--- config.mk ---
export PLATFORM = sky130hd
export DESIGN_NAME = newton_square_root
export DESIGN_NICKNAME = d
export VERILOG_FILES = /design/src/rtl/nsr_pkg.sv /design/src/rtl/newton_square_root.sv /design/src/rtl/nsr_datapath.sv /design/src/rtl/nsr_ctrl.sv
export SDC_FILE = /design/constraint.sdc
export NUM_CORES = 1
export LEC_CHECK = 0
export BUFFER_PORTS_ARGS = -buffer_cell sky130_fd_sc_hd__buf_2
export CORE_MARGIN = 1
export CORE_UTILIZATION = 55
export DETAILED_ROUTE_END_ITERATION = 6
export PLACE_DENSITY = 0.75
export SLEW_MARGIN = 15
export SYNTH_ARGS = -nofsm -noshare
export SYNTH_HDL_FRONTEND = slang
export SYNTH_SLANG_ARGS = --single-unit
--- constraint.sdc ---
create_clock -name clk -period 4.3 [get_ports clk]
set_input_delay 0.43 -clock clk [delete_from_list [all_inputs] [get_ports clk]]
set_output_delay 0.43 -clock clk [all_outputs]
set_load 0.03 [all_outputs]
--- src/rtl/nsr_pkg.sv ---
// Shared types and constants for the Newton square root block.
package nsr_pkg;

	localparam int ITER_W = 6;
	localparam logic [ITER_W-1:0] ITER_RESET = 6'd20;

	typedef enum logic [2:0] {
		ST_IDLE,
		ST_CHECK,
		ST_MUL,
		ST_DIFF,
		ST_DINIT,
		ST_DIV,
		ST_UPD,
		ST_DONE
	} state_t;

	typedef struct packed {
		logic load;
		logic mul_init;
		logic mul_step;
		logic diff;
		logic dinit;
		logic div_step;
		logic update;
		logic set_dz;
	} cmd_t;

	typedef struct packed {
		logic y_zero;
		logic big;
	} stat_t;

endpackage

--- src/rtl/newton_square_root.sv ---
// Top level: Newton-Raphson square root, unsigned fixed point.
// Usage:
//  - Input beat: square_value and start_guess are taken at a rising edge with
//    start high and busy low. busy stays high until the result strobe is done.
//  - Result beat: root and div_zero are valid for exactly one cycle while done
//    is high. The receiver cannot stall; it must take the beat in that cycle.
//  - Configuration: iteration_count is written when cfg_valid and cfg_ready are
//    both high; cfg_ready is high only while the block is idle. Reset value 20.
//  - Each Newton step runs a shift-add squarer and a restoring divider (skipped on
//    overflow, where the update saturates), plus four control states: check,
//    difference, divider setup and update.
//  - The next input beat is taken only after done, once the controller is idle.
//  - A zero iterate before a step stops the item: root 0, div_zero 1.
//  - Reset clears the controller to idle and restores the iteration count.
module newton_square_root #(
	parameter int DATA_WIDTH = 32,
	parameter int FRAC_BITS  = 16
) (
	input  logic                       clk,
	input  logic                       arst_n,
	input  logic                       start,
	output logic                       busy,
	input  logic [DATA_WIDTH-1:0]      square_value,
	input  logic [DATA_WIDTH-1:0]      start_guess,
	output logic                       done,
	output logic [DATA_WIDTH-1:0]      root,
	output logic                       div_zero,
	input  logic                       cfg_valid,
	output logic                       cfg_ready,
	input  logic [nsr_pkg::ITER_W-1:0] iteration_count
);

	nsr_pkg::cmd_t  cmd;
	nsr_pkg::stat_t stat;

	nsr_ctrl #(
		.DATA_WIDTH(DATA_WIDTH)
	) u_ctrl (
		.clk            (clk),
		.arst_n         (arst_n),
		.start          (start),
		.busy           (busy),
		.done           (done),
		.cfg_valid      (cfg_valid),
		.cfg_ready      (cfg_ready),
		.iteration_count(iteration_count),
		.stat           (stat),
		.cmd            (cmd)
	);

	nsr_datapath #(
		.DATA_WIDTH(DATA_WIDTH),
		.FRAC_BITS (FRAC_BITS)
	) u_datapath (
		.clk         (clk),
		.arst_n      (arst_n),
		.cmd         (cmd),
		.stat        (stat),
		.square_value(square_value),
		.start_guess (start_guess),
		.root        (root),
		.div_zero    (div_zero)
	);

endmodule

--- src/rtl/nsr_datapath.sv ---
// Datapath: operand registers, shift-add squarer, restoring divider, saturating update.
module nsr_datapath #(
	parameter int DATA_WIDTH = 32,
	parameter int FRAC_BITS  = 16
) (
	input  logic                  clk,
	input  logic                  arst_n,
	input  nsr_pkg::cmd_t         cmd,
	output nsr_pkg::stat_t        stat,
	input  logic [DATA_WIDTH-1:0] square_value,
	input  logic [DATA_WIDTH-1:0] start_guess,
	output logic [DATA_WIDTH-1:0] root,
	output logic                  div_zero
);

	localparam int W  = DATA_WIDTH;
	localparam int DW = (2 * W > W + FRAC_BITS) ? 2 * W : W + FRAC_BITS;
	localparam int RW = DW - W;
	localparam int CW = (RW > W + 1) ? RW : W + 1;

	logic [W-1:0]  s_q, y_q, ph_q, pl_q, ql_q;
	logic [DW-1:0] d_q;
	logic [W:0]    r_q;
	logic          up_q, big_q, dz_q;

	logic [W:0]    mul_sum;
	logic [DW-1:0] sv, sq;
	logic [DW:0]   dd;
	logic [DW-1:0] dmag;
	logic [W:0]    dv;
	logic [CW-1:0] hi_ext;
	logic          big;
	logic [W+1:0]  rs;
	logic          ge;
	logic [W+1:0]  rsub;
	logic [W:0]    ysum;
	logic [W-1:0]  y_next;

	always_comb begin
		mul_sum = {1'b0, ph_q} + (pl_q[0] ? {1'b0, y_q} : '0);
		sv      = DW'(s_q) << FRAC_BITS;
		sq      = DW'({ph_q, pl_q});
		dd      = {1'b0, sv} - {1'b0, sq};
		dmag    = dd[DW] ? (~dd[DW-1:0] + DW'(1)) : dd[DW-1:0];
		dv      = {y_q, 1'b0};
		hi_ext  = CW'(d_q[DW-1:W]);
		big     = hi_ext >= CW'(dv);
		rs      = {r_q, ql_q[W-1]};
		ge      = rs >= {1'b0, dv};
		rsub    = rs - {1'b0, dv};
		ysum    = {1'b0, y_q} + {1'b0, ql_q};
		if (up_q) begin
			y_next = (big_q || ysum[W]) ? '1 : ysum[W-1:0];
		end else begin
			y_next = (big_q || ql_q > y_q) ? '0 : y_q - ql_q;
		end
	end

	always_ff @(posedge clk or negedge arst_n) begin
		if (!arst_n) begin
			s_q  <= '0;
			y_q  <= '0;
			dz_q <= 1'b0;
		end else if (cmd.load) begin
			s_q  <= square_value;
			y_q  <= start_guess;
			dz_q <= 1'b0;
		end else begin
			if (cmd.update) begin
				y_q <= y_next;
			end
			if (cmd.set_dz) begin
				dz_q <= 1'b1;
			end
		end
	end

	always_ff @(posedge clk) begin
		if (cmd.mul_init) begin
			ph_q <= '0;
			pl_q <= y_q;
		end else if (cmd.mul_step) begin
			ph_q <= mul_sum[W:1];
			pl_q <= {mul_sum[0], pl_q[W-1:1]};
		end
		if (cmd.diff) begin
			d_q  <= dmag;
			up_q <= ~dd[DW];
		end
		if (cmd.dinit) begin
			big_q <= big;
			r_q   <= hi_ext[W:0];
			ql_q  <= d_q[W-1:0];
		end else if (cmd.div_step) begin
			r_q  <= ge ? rsub[W:0] : rs[W:0];
			ql_q <= {ql_q[W-2:0], ge};
		end
	end

	assign stat.y_zero = (y_q == '0);
	assign stat.big    = big;
	assign root        = y_q;
	assign div_zero    = dz_q;

endmodule

--- src/rtl/nsr_ctrl.sv ---
// Controller: step sequencing, bit counter, iteration count register.
module nsr_ctrl #(
	parameter int DATA_WIDTH = 32
) (
	input  logic                       clk,
	input  logic                       arst_n,
	input  logic                       start,
	output logic                       busy,
	output logic                       done,
	input  logic                       cfg_valid,
	output logic                       cfg_ready,
	input  logic [nsr_pkg::ITER_W-1:0] iteration_count,
	input  nsr_pkg::stat_t             stat,
	output nsr_pkg::cmd_t              cmd
);

	localparam int CNT_W = $clog2(DATA_WIDTH);

	nsr_pkg::state_t             state_q, state_d;
	logic [nsr_pkg::ITER_W-1:0]  iter_q, step_cnt_q;
	logic [CNT_W-1:0]            bit_cnt_q;

	always_ff @(posedge clk or negedge arst_n) begin
		if (!arst_n) begin
			state_q <= nsr_pkg::ST_IDLE;
		end else begin
			state_q <= state_d;
		end
	end

	always_ff @(posedge clk or negedge arst_n) begin
		if (!arst_n) begin
			iter_q     <= nsr_pkg::ITER_RESET;
			step_cnt_q <= '0;
			bit_cnt_q  <= '0;
		end else begin
			if (cfg_valid && cfg_ready) begin
				iter_q <= iteration_count;
			end
			if (cmd.load) begin
				step_cnt_q <= '0;
			end else if (cmd.update) begin
				step_cnt_q <= step_cnt_q + 1'b1;
			end
			if (cmd.mul_init || cmd.dinit) begin
				bit_cnt_q <= CNT_W'(DATA_WIDTH - 1);
			end else if (cmd.mul_step || cmd.div_step) begin
				bit_cnt_q <= bit_cnt_q - 1'b1;
			end
		end
	end

	always_comb begin
		state_d   = state_q;
		cmd       = '0;
		busy      = 1'b1;
		done      = 1'b0;
		cfg_ready = 1'b0;
		unique case (state_q)
			nsr_pkg::ST_IDLE: begin
				busy      = 1'b0;
				cfg_ready = 1'b1;
				if (start) begin
					cmd.load = 1'b1;
					state_d  = nsr_pkg::ST_CHECK;
				end
			end
			nsr_pkg::ST_CHECK: begin
				if (step_cnt_q == iter_q) begin
					state_d = nsr_pkg::ST_DONE;
				end else if (stat.y_zero) begin
					cmd.set_dz = 1'b1;
					state_d    = nsr_pkg::ST_DONE;
				end else begin
					cmd.mul_init = 1'b1;
					state_d      = nsr_pkg::ST_MUL;
				end
			end
			nsr_pkg::ST_MUL: begin
				cmd.mul_step = 1'b1;
				if (bit_cnt_q == '0) begin
					state_d = nsr_pkg::ST_DIFF;
				end
			end
			nsr_pkg::ST_DIFF: begin
				cmd.diff = 1'b1;
				state_d  = nsr_pkg::ST_DINIT;
			end
			nsr_pkg::ST_DINIT: begin
				cmd.dinit = 1'b1;
				state_d   = stat.big ? nsr_pkg::ST_UPD : nsr_pkg::ST_DIV;
			end
			nsr_pkg::ST_DIV: begin
				cmd.div_step = 1'b1;
				if (bit_cnt_q == '0) begin
					state_d = nsr_pkg::ST_UPD;
				end
			end
			nsr_pkg::ST_UPD: begin
				cmd.update = 1'b1;
				state_d    = nsr_pkg::ST_CHECK;
			end
			nsr_pkg::ST_DONE: begin
				done    = 1'b1;
				state_d = nsr_pkg::ST_IDLE;
			end
			default: begin
				state_d = nsr_pkg::ST_IDLE;
			end
		endcase
	end

	a_done_one_cycle: assert property (@(posedge clk) disable iff (!arst_n)
		done |=> !done)
		else $error("result strobe longer than one cycle");

	a_start_enters_check: assert property (@(posedge clk) disable iff (!arst_n)
		(start && !busy) |=> (state_q == nsr_pkg::ST_CHECK))
		else $error("accepted beat did not start a step check");

	a_div_ends: assert property (@(posedge clk) disable iff (!arst_n)
		(state_q == nsr_pkg::ST_DIV && bit_cnt_q == '0) |=> (state_q == nsr_pkg::ST_UPD))
		else $error("divide did not finish on count");

	a_steps_bounded: assert property (@(posedge clk) disable iff (!arst_n)
		done |-> (step_cnt_q <= iter_q))
		else $error("more steps than configured");

endmodule
; Yosys cells after proc, flatten, opt, wreduce, memory -nomap -nowiden
; Index checks and enable logic that the tools add are counted.
[word_totals]
in_bits = 74
latchBits = 0
mem_bits_ro = 0
memories = 0
elab_cells = 96
reg_bits = 280
ram_bits = 0
[classes]
bitwise = 2
n_mul = 0
n_eq_ne = 11
mux = 43
n_addsub = 8
n_reduce_logical = 14
div = 0
shift = 0
magnitude_cmp = 3
[op_table]
columns = cell, n
row1 = 2-to-1 mux 32 bit, 12
row2 = subtractor 48 x 64 -> 65 bit, 1
row3 = "adder 64 x 1 -> 64 bit, second input constant", 1
row4 = 2-to-1 mux 64 bit, 1
row5 = NOT 64 bit, 1
row6 = >= comparator 34 x 33 -> 1 bit, 1
row7 = adder 32 x 32 -> 33 bit, 1
row8 = adder 32 x 33 -> 33 bit, 1
row9 = >= comparator 32 x 33 -> 1 bit, 1
row10 = 2-to-1 mux 33 bit, 1
row11 = subtractor 33 bit, 1
row12 = > comparator 32 bit, 1
row13 = zero test 32 bit, 1
row14 = subtractor 32 bit, 1
row15 = one-hot mux 3 bit (8 select lines), 1
row16 = 2-to-1 mux 1 bit, 18
row17 = 2-to-1 mux 3 bit, 5
row18 = "== test 3 bit, second input constant", 4
row19 = 2-to-1 mux 6 bit, 2
row20 = 2-to-1 mux 5 bit, 2
row21 = nonzero test 2 bit, 5
row22 = "adder 6 x 1 -> 6 bit, second input constant", 1
row23 = "== test 3 x 2 -> 1 bit, second input constant", 2
row24 = == test 6 bit, 1
row25 = 11 further kinds, 15

; Longest topological paths before layout
[depth]
depth_word = 6
depth_mapped = 19
depth_no_buf = 18

; Modules after synthesis
; From an unflattened synthesis, not the netlist that was laid out.
[hier_totals]
cells_unflattened = 2801
area_unflattened_um2 = 24039.3
[by_module_without_submodules]
columns = mod, n_inst, cells_each, area_per_inst_um2, seq_area_each_um2
row1 = nsr_datapath, 1, 2687, 22816.9, 7151.9
row2 = nsr_ctrl, 1, 114, 1222.4, 503.0

; Worst setup path after synthesis
; OpenSTA, ideal clock, no wires.
[synth_path]
path_type = reg-to-reg
from = reg u_datapath.pl_q[0]
to = reg u_datapath.d_q[59] (data pin)
path_buffers = 1
setup_time_ns = 0.265
t_arrival_ns = 4.147
slack_ns = -0.112
stages_incl_launch_ff = 16
path_cell_list = edfxtp_1 -> inv_1 -> clkbuf_1 -> ha_1 -> and4_1 -> a211oi_2 -> o21ai_1 -> a31oi_1 -> xnor2_1 -> or4_4 -> or4_4 -> nor4b_2 -> and3_1 -> and2b_1 -> a41oi_1 -> xor2_1
[synth_via]
elab_chain_len = 4
[synth_rtl]
columns = item, line_no
row1 = "start, declared", nsr_datapath.sv:21  ; logic [W-1:0] s_q, y_q, ph_q, pl_q, ql_q;
row2 = "start signal, assigned", nsr_datapath.sv:81  ; pl_q <= y_q;
row3 = "start signal, assigned", nsr_datapath.sv:84  ; pl_q <= {mul_sum[0], pl_q[W-1:1]};
row4 = subtractor 48 x 64 -> 65 bit *, nsr_datapath.sv:43  ; dd = {1'b0, sv} - {1'b0, sq};
row5 = NOT 64 bit, nsr_datapath.sv:44  ; dmag = dd[DW] ? (~dd[DW-1:0] + DW'(1)) : dd[DW-1:0];
row6 = adder 64 x 1 -> 64 bit, nsr_datapath.sv:44
row7 = 2-to-1 mux 64 bit *, nsr_datapath.sv:44
row8 = via u_datapath.dmag[59], nsr_datapath.sv:29  ; logic [DW-1:0] dmag;
row9 = "end signal, assigned", nsr_datapath.sv:87  ; d_q <= dmag;
row10 = "end, declared", nsr_datapath.sv:22  ; logic [DW-1:0] d_q;
; The timed path passes the listed nets; every way through them passes the cells marked *.
; A chain may end at the register's enable or synchronous reset.

; Worst setup path in the final report
[layout_path]
from = reg u_datapath.pl_q[17]
to = reg u_datapath.d_q[58] (data pin)
; The elaborated chain is that of the path after synthesis.

==> flow_summary_export.csv <==
group,metric,value,unit
status,status,"finished with violations",
status,violations,"setup timing",
critical_path,path_max_fanout,6,
clocking,cts-root-buf,"clkbuf_16",
grt,grt.busiest_layer,"met2",
die,coreArea,0.0407,mm²
sta,setup_ws,-127,ps
route,via_per_inst,6.20,
placement,pre_cts_ws,-303,ps
clocking,cts-buffers-inserted,34,
synth,synth_top_flop_cell,"edfxtp_1",
pwr,total_power,5.86,mW
synth,yosysMostFrequentCell,"nand2_1",
synth,syn_avg_cell_area,8.31,µm²
synth,syn_inst,2729,
critical_path,r2r_cells,17,
route,drc,0,
sta,period_share,1.03,
critical_path,worstReg2RegEnd,"u_datapath.d_q[58]",
grt,antenna_found_initial,1,
layout,syn2layout_area_growth,20.1,%
synth,synth_commonest_cells,"nand2_1, a21oi_1, nor2_1, o21ai_0, ha_1",
route,final_antenna_net_count,0,
critical_path,rrSetupSlack,-130,ps
synth,ys_ff_latch,280,
die,die_width,205,µm
clocking,cts_max_level,2,
die,num_rows,74,
placement,gp_congestion,0.986,
critical_path,critPathLaunchType,"register",
grt,grt_pass1_wl,116,mm
sta,layout_min_cycle_time,4430,ps
job,drv_cap,0,
synth,ys_seq_area_frac,0.338,
critical_path,path_class,"register to register",
route,dr.first_iter.drc_count,2112,
route,wl_per_cell,21.3,µm
layout,finalNetCount,3297,
grt,first_global_vias,20782,
placement,portBuffers,109,
synth,ys_types,89,
clocking,cts_tree,"built",
synth,yosys.area.top_type,"edfxtp_1",
sta,timing.fmax,0.226,GHz
sta,rsz0062_at_grt,"true",
route,dr_total_vias,22195,
sta,finalHoldViolations,0,
grt,met2_usage,0.566,
grt,met3_usage,0.0530,
route,drtPass1Iterations,6,
synth,async_reset_ff_frac,0.304,
grt,grt_max_degree,70,
layout,post-route-util,0.669,
layout,n_fill_cell,3392,
synth,yosysWarnings,0,
layout,diodes,0,
layout,final_area,0.0272,mm²
critical_path,rr_startpoint,"u_datapath.pl_q[17]",
synth,synth_edf_count,162,
pwr,power_leakage,12.1,nW
sta,max_slew_margin,0.331,
placement,dp_hpwl,57.9,mm
clocking,clock_path_buffers,3,
synth,synth_area,0.0227,mm²
critical_path,crit_arrival,4740,ps
sta,slew_viol_final,0,
layout,drive_gt1_frac,0.190,
sta,fin_skew,16.0,ps
grt,grt_usage,0.357,
critical_path,endpoint_kind,"register",
worst_hold_path,hp-class,"primary input to async pin",
synth,ys_top_cells_by_area,"edfxtp_1, ha_1, dfrtp_1, nand2_1, a21oi_1",
synth,synth_top_area_share,0.215,
die,die_h,205,µm
pwr,peakVddDrop,0.000282,V
clocking,clk_latency,560,ps
clocking,numClockSinks,280,
die,start_util,0.557,
placement,dpl_cell_area,0.0254,mm²
critical_path,required,4610,ps
sta,hold_slack,35.6,ps
clocking,hold_buffers,0,
synth,syn_nets,3002,
die,pin_count,110,
grt,globalRouteOverflowTotal,0,
sta,tightest_slew,1000,ps
die,dieArea,0.0420,mm²
clocking,path_clk_slew,60,ps
sta,final-setup-viol-count,8,
route,drt-total-wl,76.2,mm
pwr,p_per_area,215,mW/mm²
grt,use_met1,0.500,
-- report_power, final --
part / internal, mW / total [mW] / switching (mW) / leakage [nW]
Combinational: 0.0246 / 0.0556 / 0.0310 / 8.77
Sequential: 2.82 / 2.82 / 0 / 2.74
Clock: 1.77 / 2.99 / 1.22 / 0.548
-- per-stage QoR --
| step | TNS [ps] | cells |
|---|---|---|
| final | -483 | 3581 |
| after global routing | -1990 | 3581 |
| after CTS | -287 | 3571 |
| after detailed placement | -3200 | 3493 |
| after global placement | -1710 | 3493 |
| after floorplan | 0 | 2729 |
-- cell type report --
| type | instances | area, µm² | share of cell area |
|---|---|---|---|
| Tap cell | 532 | 666 | 0.0244 |
| Sequential cell | 280 | 7660 | 0.281 |
| Timing Repair Buffer | 383 | 2700 | 0.0989 |
| Clock inverter | 12 | 121 | 0.00446 |
| Multi-Input combinational cell | 2158 | 14500 | 0.531 |
| Clock buffer | 49 | 1020 | 0.0375 |
| Inverter | 167 | 627 | 0.0230 |
-- registers in the layout, indices dropped and copies added, names as in the netlist --
| register | cells |
|---|---|
| u_datapath.r_q | 33 |
| u_datapath.up_q | 1 |
| u_ctrl.iter_q | 6 |
| u_datapath.pl_q | 32 |
| u_ctrl.state_q | 3 |
| u_datapath.div_zero | 1 |
| u_datapath.big_q | 1 |
| u_ctrl.step_cnt_q | 6 |
| u_ctrl.bit_cnt_q | 5 |
| u_datapath.s_q | 32 |
| u_datapath.ph_q | 32 |
| u_datapath.ql_q | 32 |
| u_datapath.root | 32 |
| u_datapath.d_q | 64 |
-- critical path, stage by stage, from the launching register on --
cell and delay [ps]:
edfxtp_1 390, inv_2 100, ha_4 220, a211oi_4 250, buf_4 160, o31a_1 220
o31ai_4 120, a21oi_2 160, o21ai_1 80, xor2_1 190, or4_4 550, or4_4 600
nor4_4 250, nand3_2 170, nor4_4 260, buf_6 190, a31oi_2 110, xnor2_1 150
-- routing by layer --
metal  vias to the layer above  part of all wire
li1                      10421                 -
met1                     10637              0.43
met2                      1007              0.45
met3                       130             0.087
met4                         0             0.029
met5                         -                 0
-- cell families after synthesis --
group / after synthesis / synth area share
DFF: 280 / 0.338
xor gates and xnor gates: 184 / 0.0711
and+or+nand+nor: 913 / 0.189
buffers and inverters: 291 / 0.0492
AOI/OAI and AO/OA: 827 / 0.225
muxes: 35 / 0.0167
adders and majority gates: 199 / 0.111
-- cells in the final DEF (no fill, tap or decap), drive strengths merged, types with 26 or more instances in the layout --
| cell | count |
|---|---|
| buf | 383 |
| nand2 | 349 |
| a21oi | 254 |
| nor2 | 245 |
| o21ai | 225 |
| ha | 195 |
| inv | 164 |
| edfxtp | 162 |
| xnor2 | 107 |
| dfrtp | 83 |
| a21o | 80 |
| xor2 | 77 |
| nor3 | 54 |
| clkbuf | 49 |
| nand3 | 39 |
| a31oi | 35 |
| dfxtp | 33 |
| or3 | 31 |
| nand4 | 30 |
| nor4 | 30 |
| o21bai | 27 |
| nor2b | 27 |
| o22ai | 26 |
-- worst max-delay path by stage --
stage / start / end / slack (ps) / cells after the start
after global routing: u_datapath.s_q[0] / u_datapath.d_q[59] / -240 / 16
after CTS: u_datapath.pl_q[17] / u_datapath.d_q[58] / -60 / 16
final: u_datapath.pl_q[17] / u_datapath.d_q[58] / -130 / 17
after floorplan: u_datapath.pl_q[2] / u_datapath.d_q[59] / 10 / 15
after global placement: u_datapath.pl_q[17] / u_datapath.d_q[59] / -200 / 15
after detailed placement: u_datapath.pl_q[17] / u_datapath.d_q[63] / -300 / 17
-- timing repair --
| item | in CTS | in global routing |
|---|---|---|
| gates resized for setup | 26 | 86 |
| buffers inserted | 17 | 10 |
| setup endpoints to repair | 21 | 92 |
| pin swaps | 11 | 29 |
No activity file was read; power rests on OpenSTA's default activity.
